File: src/sv/lpg_pkg.sv
// ----------------------------------------------------------------------------
// lpg_pkg
// Shared constants and types for the line pixel generator.
// ----------------------------------------------------------------------------
package lpg_pkg;

    localparam int COORD_BITS_DEF = 6;
    localparam int COLOR_BITS     = 24;

    // Walk direction of the line, settled once per request
    typedef struct packed {
        logic steep;   // major axis is y
        logic down;    // y decreases along the line
    } dir_t;

endpackage

File: src/sv/lpg_step.sv
// ----------------------------------------------------------------------------
// lpg_step
// One midpoint step: decide the minor-axis move, update error and position.
// ----------------------------------------------------------------------------
module lpg_step #(
    parameter int COORD_BITS = lpg_pkg::COORD_BITS_DEF
) (
    input  lpg_pkg::dir_t                 dir,
    input  logic signed [COORD_BITS+2:0]  err,
    input  logic        [COORD_BITS-1:0]  major,
    input  logic        [COORD_BITS-1:0]  minor,
    input  logic        [COORD_BITS-1:0]  x,
    input  logic        [COORD_BITS-1:0]  y,
    output logic signed [COORD_BITS+2:0]  err_next,
    output logic        [COORD_BITS-1:0]  x_next,
    output logic        [COORD_BITS-1:0]  y_next
);

    localparam int EW = COORD_BITS + 3;

    logic                          minor_step;
    logic signed [EW-1:0]          minor2;
    logic signed [EW-1:0]          major2;
    logic        [COORD_BITS-1:0]  y_move;

    assign minor_step = (err > $signed(EW'(0)));
    assign minor2     = $signed({2'b00, minor, 1'b0});
    assign major2     = $signed({2'b00, major, 1'b0});
    assign err_next   = err + minor2 - (minor_step ? major2 : $signed(EW'(0)));
    assign y_move     = dir.down ? (y - COORD_BITS'(1)) : (y + COORD_BITS'(1));

    always_comb
    begin
        if (dir.steep)
        begin
            x_next = minor_step ? (x + COORD_BITS'(1)) : x;
            y_next = y_move;
        end
        else
        begin
            x_next = x + COORD_BITS'(1);
            y_next = minor_step ? y_move : y;
        end
    end

endmodule

File: src/sv/line_pixel_generator_unit.sv
// ----------------------------------------------------------------------------
// line_pixel_generator_unit
// Midpoint line rasteriser: one line request in, one pixel per result out.
// ----------------------------------------------------------------------------
// Input channel (in_valid/in_ready) takes a request of two endpoints and a
// colour. Endpoints are reordered so that x never decreases, then every pixel
// from start to end is sent on the output channel (out_valid/out_ready) with
// the colour, last_pixel marking the final one.
// Timing: the endpoints are ordered as the request is taken, then the set-up
// states follow (octant in ST_SETUP, then error start value in ST_INIT), then
// one pixel per cycle while out_ready allows, from a single shared step unit;
// a line has N = max(|dx|, |dy|) + 1 pixels, at most 2^COORD_BITS.
// in_ready is high only while no line is in progress; the next request can
// be taken while the final pixel still waits in the output register.
// A stall on out_ready holds the output register and freezes the walk.
// Reset empties the output register and returns the sequencer to idle.
// ----------------------------------------------------------------------------
module line_pixel_generator_unit #(
    parameter int COORD_BITS = lpg_pkg::COORD_BITS_DEF
) (
    input  logic                           clk,
    input  logic                           rst_n,
    input  logic                           in_valid,
    output logic                           in_ready,
    input  logic [COORD_BITS-1:0]          start_x,
    input  logic [COORD_BITS-1:0]          start_y,
    input  logic [COORD_BITS-1:0]          end_x,
    input  logic [COORD_BITS-1:0]          end_y,
    input  logic [lpg_pkg::COLOR_BITS-1:0] line_color,
    output logic                           out_valid,
    input  logic                           out_ready,
    output logic [COORD_BITS-1:0]          pixel_x,
    output logic [COORD_BITS-1:0]          pixel_y,
    output logic [lpg_pkg::COLOR_BITS-1:0] pixel_color,
    output logic                           last_pixel
);

    localparam int EW = COORD_BITS + 3;

    typedef enum logic [1:0] {
        ST_IDLE,
        ST_SETUP,
        ST_INIT,
        ST_RUN
    } state_t;

    state_t                           state_reg;
    logic        [COORD_BITS-1:0]     x0_reg;
    logic        [COORD_BITS-1:0]     y0_reg;
    logic        [COORD_BITS-1:0]     x1_reg;
    logic        [COORD_BITS-1:0]     y1_reg;
    logic        [lpg_pkg::COLOR_BITS-1:0] color_reg;
    lpg_pkg::dir_t                    dir_reg;
    logic        [COORD_BITS-1:0]     major_reg;
    logic        [COORD_BITS-1:0]     minor_reg;
    logic signed [EW-1:0]             err_reg;
    logic        [COORD_BITS-1:0]     cnt_reg;
    logic        [COORD_BITS-1:0]     xcur_reg;
    logic        [COORD_BITS-1:0]     ycur_reg;
    logic                             out_valid_reg;
    logic        [COORD_BITS-1:0]     pixel_x_reg;
    logic        [COORD_BITS-1:0]     pixel_y_reg;
    logic        [lpg_pkg::COLOR_BITS-1:0] pixel_color_reg;
    logic                             last_pixel_reg;

    logic                             accept;
    logic                             swap;
    logic                             out_free;
    logic        [COORD_BITS-1:0]     dx;
    logic                             ydown;
    logic        [COORD_BITS-1:0]     ady;
    logic                             steep;
    logic signed [EW-1:0]             err_next;
    logic        [COORD_BITS-1:0]     x_next;
    logic        [COORD_BITS-1:0]     y_next;

    assign in_ready    = (state_reg == ST_IDLE);
    assign accept      = in_valid && in_ready;
    assign swap        = (start_x > end_x);
    assign out_free    = !out_valid_reg || out_ready;

    assign dx    = x1_reg - x0_reg;
    assign ydown = (y1_reg < y0_reg);
    assign ady   = ydown ? (y0_reg - y1_reg) : (y1_reg - y0_reg);
    // Exact diagonal going up counts as steep; going down it counts as shallow
    assign steep = ydown ? (ady > dx) : (ady >= dx);

    lpg_step #(
        .COORD_BITS (COORD_BITS)
    ) u_step (
        .dir      (dir_reg),
        .err      (err_reg),
        .major    (major_reg),
        .minor    (minor_reg),
        .x        (xcur_reg),
        .y        (ycur_reg),
        .err_next (err_next),
        .x_next   (x_next),
        .y_next   (y_next)
    );

    always_ff @(posedge clk or negedge rst_n)
    begin
        if (!rst_n)
        begin
            state_reg       <= ST_IDLE;
            x0_reg          <= '0;
            y0_reg          <= '0;
            x1_reg          <= '0;
            y1_reg          <= '0;
            color_reg       <= '0;
            dir_reg         <= '0;
            major_reg       <= '0;
            minor_reg       <= '0;
            err_reg         <= '0;
            cnt_reg         <= '0;
            xcur_reg        <= '0;
            ycur_reg        <= '0;
            out_valid_reg   <= 1'b0;
            pixel_x_reg     <= '0;
            pixel_y_reg     <= '0;
            pixel_color_reg <= '0;
            last_pixel_reg  <= 1'b0;
        end
        else
        begin
            // while walking, the run state refills the output register itself
            if (out_valid_reg && out_ready && (state_reg != ST_RUN))
            begin
                out_valid_reg <= 1'b0;
            end

            case (state_reg)
                ST_IDLE:
                begin
                    if (accept)
                    begin
                        // order endpoints so that x never decreases
                        x0_reg    <= swap ? end_x   : start_x;
                        y0_reg    <= swap ? end_y   : start_y;
                        x1_reg    <= swap ? start_x : end_x;
                        y1_reg    <= swap ? start_y : end_y;
                        color_reg <= line_color;
                        state_reg <= ST_SETUP;
                    end
                end
                ST_SETUP:
                begin
                    dir_reg.steep <= steep;
                    dir_reg.down  <= ydown;
                    major_reg     <= steep ? ady : dx;
                    minor_reg     <= steep ? dx : ady;
                    xcur_reg      <= x0_reg;
                    ycur_reg      <= y0_reg;
                    state_reg     <= ST_INIT;
                end
                ST_INIT:
                begin
                    err_reg   <= $signed({2'b00, minor_reg, 1'b0})
                               - $signed({3'b000, major_reg});
                    cnt_reg   <= major_reg;
                    state_reg <= ST_RUN;
                end
                ST_RUN:
                begin
                    // advance only when the output register can take a pixel
                    if (out_free)
                    begin
                        out_valid_reg   <= 1'b1;
                        pixel_x_reg     <= xcur_reg;
                        pixel_y_reg     <= ycur_reg;
                        pixel_color_reg <= color_reg;
                        last_pixel_reg  <= (cnt_reg == '0);
                        err_reg         <= err_next;
                        xcur_reg        <= x_next;
                        ycur_reg        <= y_next;
                        cnt_reg         <= cnt_reg - COORD_BITS'(1);
                        if (cnt_reg == '0)
                        begin
                            state_reg <= ST_IDLE;
                        end
                    end
                end
                default:
                begin
                    state_reg <= ST_IDLE;
                end
            endcase
        end
    end

    assign out_valid   = out_valid_reg;
    assign pixel_x     = pixel_x_reg;
    assign pixel_y     = pixel_y_reg;
    assign pixel_color = pixel_color_reg;
    assign last_pixel  = last_pixel_reg;

endmodule

File: config.mk
export PLATFORM = sky130hd
export DESIGN_NAME = line_pixel_generator_unit
export DESIGN_NICKNAME = d
export VERILOG_FILES = /design/src/sv/lpg_pkg.sv /design/src/sv/lpg_step.sv /design/src/sv/line_pixel_generator_unit.sv
export SDC_FILE = /design/constraint.sdc
export NUM_CORES = 1
export LEC_CHECK = 0
export ABC_AREA = 1
export CAP_MARGIN = 30
export CORE_MARGIN = 2
export CORE_UTILIZATION = 43
export DETAILED_ROUTE_END_ITERATION = 16
export DONT_BUFFER_PORTS = 1
export GPL_ROUTABILITY_DRIVEN = 1
export MAX_ROUTING_LAYER = met4
export PLACE_DENSITY = 0.6
export REMOVE_ABC_BUFFERS = 1
export SETUP_SLACK_MARGIN = 0.2
export SLEW_MARGIN = 40
export SYNTH_ARGS = -nofsm -noshare
export SYNTH_HDL_FRONTEND = slang
export SYNTH_SLANG_ARGS = --single-unit
File: constraint.sdc
create_clock -name clk -period 5.2 [get_ports clk]
set_input_delay 0.52 -clock clk [delete_from_list [all_inputs] [get_ports clk]]
set_output_delay 0.52 -clock clk [all_outputs]
set_load 0.02 [all_outputs]
==> results_dict.tcl <==
set metrics [dict create \
    status "finished clean" \
    grt-ovfl-total 0 \
    cts_buffers 17 \
    cts-root-buf "clkbuf_16" \
    initial_core_util 0.441 \
    crit_path_end "major_reg[0]$_DFFE_PN0P_" \
    yosys_warnings 0 \
    criticalPathCategory "reg -> reg" \
    die_height_um 140 \
    netlist_instances 1091 \
    die_x_um 140 \
    path_cells "inv_1 > ha_1 > inv_1 > fa_1 > nand2_1 > nand3_2 > inv_1 > nand2_1 > nand2_1 > inv_1 > ha_1 > nand2_1 > nor3_1 > nand3_1 > nand3_1 > inv_2 > nand2_1 > nand3_1" \
    hold_viol 0 \
    fin_nets 1195 \
    crit_slowest_cell "fa_1" \
    routed_via_density 4.96 \
    layout_common_cells "432 x nand2_1, 144 x inv_1, 129 x dfrtp_1, 107 x nand3_1, 50 x ha_1" \
    start_kind "flip-flop" \
    startpoint "y1_reg[0]$_DFFE_PN0P_" \
    ys_ff_latch 129 \
    dp.cells 1290 \
    grt_pass1_wl_um 31700 \
    grt_max_degree 130 \
    worst-r2r-cell-count 18 \
    fin_cells 1322 \
    arrival_ns 3.45 \
    vias 6561 \
    path_common_cell "nand2_1" \
    grt_pass1_vias 6408 \
    rows 49 \
    dpl_worst_slack_ns 2.12 \
    ys_seq_area_frac 0.406 \
    timing.setup.tns_ns 0 \
    cts.clk_slew.worst_paths_ns 0.06 \
    crit_path_max_fanout 9 \
    ys_types 35 \
    r2r-end "major_reg[0]$_DFFE_PN0P_" \
    port-buffer-count 0 \
    dieArea_um2 19600 \
    grt_antenna_before_repair 0 \
    final_common_cell "nand2_1" \
    slew_headroom 0.569 \
    worstReg2RegStart "y1_reg[0]$_DFFE_PN0P_" \
    slew_viol_final 0 \
    cp-end-kind "flip-flop" \
    fin_skew_ns 0.00581 \
    drtAntennaViolNets 0 \
    area_growth_syn_to_layout_pct 9.31 \
    slowest_delay_ns 0.44 \
    track_usage 0.206 \
    wl_per_cell_um 13.8 \
    finalWorstSetupSlack_ns 2.05 \
    period_needed_ns 3.15 \
    cts_sinks 129 \
    dp.final_hpwl_um 12800 \
    worstMarginPinSlew_ns 0.647 \
    drt_iter0_drc 388 \
    hold_ws_ns 0.0521 \
    wl_um 18300 \
    grt_setup_unrepaired "false" \
    synth.avg_cell_area_um2 7.28 \
    hp-class "in -> async" \
    cap_violations 0 \
    core_area_um2 18000 \
    regToRegSetupSlack_ns 2.05 \
    fillCellCount 1856 \
    syn-cell-area_um2 7950 \
    fmax_ghz 0.317 \
    h-tree-depth 4 \
    ios 91 \
    gp_congestion 0.875 \
    antennaDiodeCount 0 \
    cp_data_required_time_ns 5.50 \
    cts_buffer_depth 2 \
    cts_tree "done" \
    worst_skew_pair.late_latency_ns 0.42 \
    drc 0 \
    drt-pass1-iter-count 5 \
    post-route-period-util 0.606 \
    setup_violations 0 \
    drive_gt1_frac 0.0485 \
]
[how the worst min path moves through the flow]
stage | from | cells after the start | to
2_1_floorplan | rst_n | 0 | cnt_reg[0]$_DFFE_PN0P_
3_3_place_gp | rst_n | 0 | color_reg[13]$_DFFE_PN0P_
3_5_place_dp | rst_n | 0 | pixel_color[2]$_DFFE_PN0P_
4_1_cts | rst_n | 1 | pixel_color[2]$_DFFE_PN0P_
5_1_grt | rst_n | 1 | pixel_color[13]$_DFFE_PN0P_
6_report | rst_n | 1 | pixel_color[2]$_DFFE_PN0P_
[layout make-up]
| type | instances | area, um2 | share of cell area |
|---|---|---|---|
| well taps | 229 | 287 | 0.0330 |
| flip-flops and latches | 129 | 3230 | 0.372 |
| repair buffers | 6 | 65.1 | 0.00749 |
| multi-input cells | 777 | 4000 | 0.461 |
| clock inverters | 10 | 88.8 | 0.0102 |
| clock buffers | 21 | 450 | 0.0519 |
| inverters | 150 | 566 | 0.0651 |
[per-layer routing]
metal,track usage,share of wire,up-vias
li1,-,-,3389
met1,0.274,0.49,3035
met4,0.0653,0.017,0
met3,0.0468,0.049,23
met2,0.315,0.45,114
met5,-,0,-
[timing repair]
| action | CTS | global route |
|---|---|---|
| buffers inserted | 0 | 0 |
| hold buffers | 1 | 0 |
| endpoints found under the hold margin | 129 | 0 |
| resized for setup | 0 | 0 |
[per-stage QoR]
stage	area [um2]	util
floorplan	7790	-
global placement	8110	0.450
detailed placement	8120	0.450
CTS	8680	0.482
global route	8680	0.482
finish	8680	0.482
[worst max-delay path: cells and delay by family, from the launching register on]
kind,cells,cell delay (ns)
and+or+nand+nor,10,1.24
adders and majority gates,3,0.86
buffers and inverters,5,0.52
DFF,1,0.40
[logic make-up (layout without fill, tap and decap cells)]
group                      Yosys count  after routing  synth area share
and+or+nand+nor                    612            612             0.316
buffers and inverters              185            187            0.0909
DFF                                129            129             0.406
AOI/OAI and AO/OA                   90             90            0.0632
adders and majority gates           62             62             0.109
xor gates and xnor gates            13             13            0.0143
[cells in the mapped netlist]
cell type / instances / area (um2)
and2_1: 1 / 6.26
o21ai_1: 12 / 60.1
nand4_1: 14 / 87.6
buf_6: 1 / 11.3
or2_2: 4 / 25.0
o211ai_1: 3 / 22.5
xnor2_1: 3 / 26.3
clkbuf_1: 16 / 60.1
nand3b_1: 4 / 30.0
o211ai_2: 1 / 12.5
nor2_1: 42 / 158
a21o_1: 3 / 22.5
a21oi_1: 29 / 145
buf_1: 2 / 7.51
o21bai_2: 1 / 11.3
a22oi_1: 1 / 7.51
inv_1: 144 / 541
a21oi_2: 1 / 8.76
o22ai_1: 3 / 18.8
buf_2: 16 / 80.1
dfrtp_1: 129 / 3230
inv_2: 6 / 22.5
o21ai_2: 2 / 17.5
a21boi_0: 1 / 7.51
fa_1: 12 / 240
o21bai_1: 1 / 7.51
nand2_1: 432 / 1620
xor2_1: 10 / 87.6
o21ai_0: 32 / 160
ha_1: 50 / 626
nand3_2: 1 / 10.0
nand3_1: 108 / 541
nor3_1: 3 / 15.0
nor3b_1: 1 / 7.51
nand2_2: 2 / 12.5
Power is left out: the tool's default activity adds up to more than one toggle a clock period on the data nets, which glitch-free logic cannot reach.
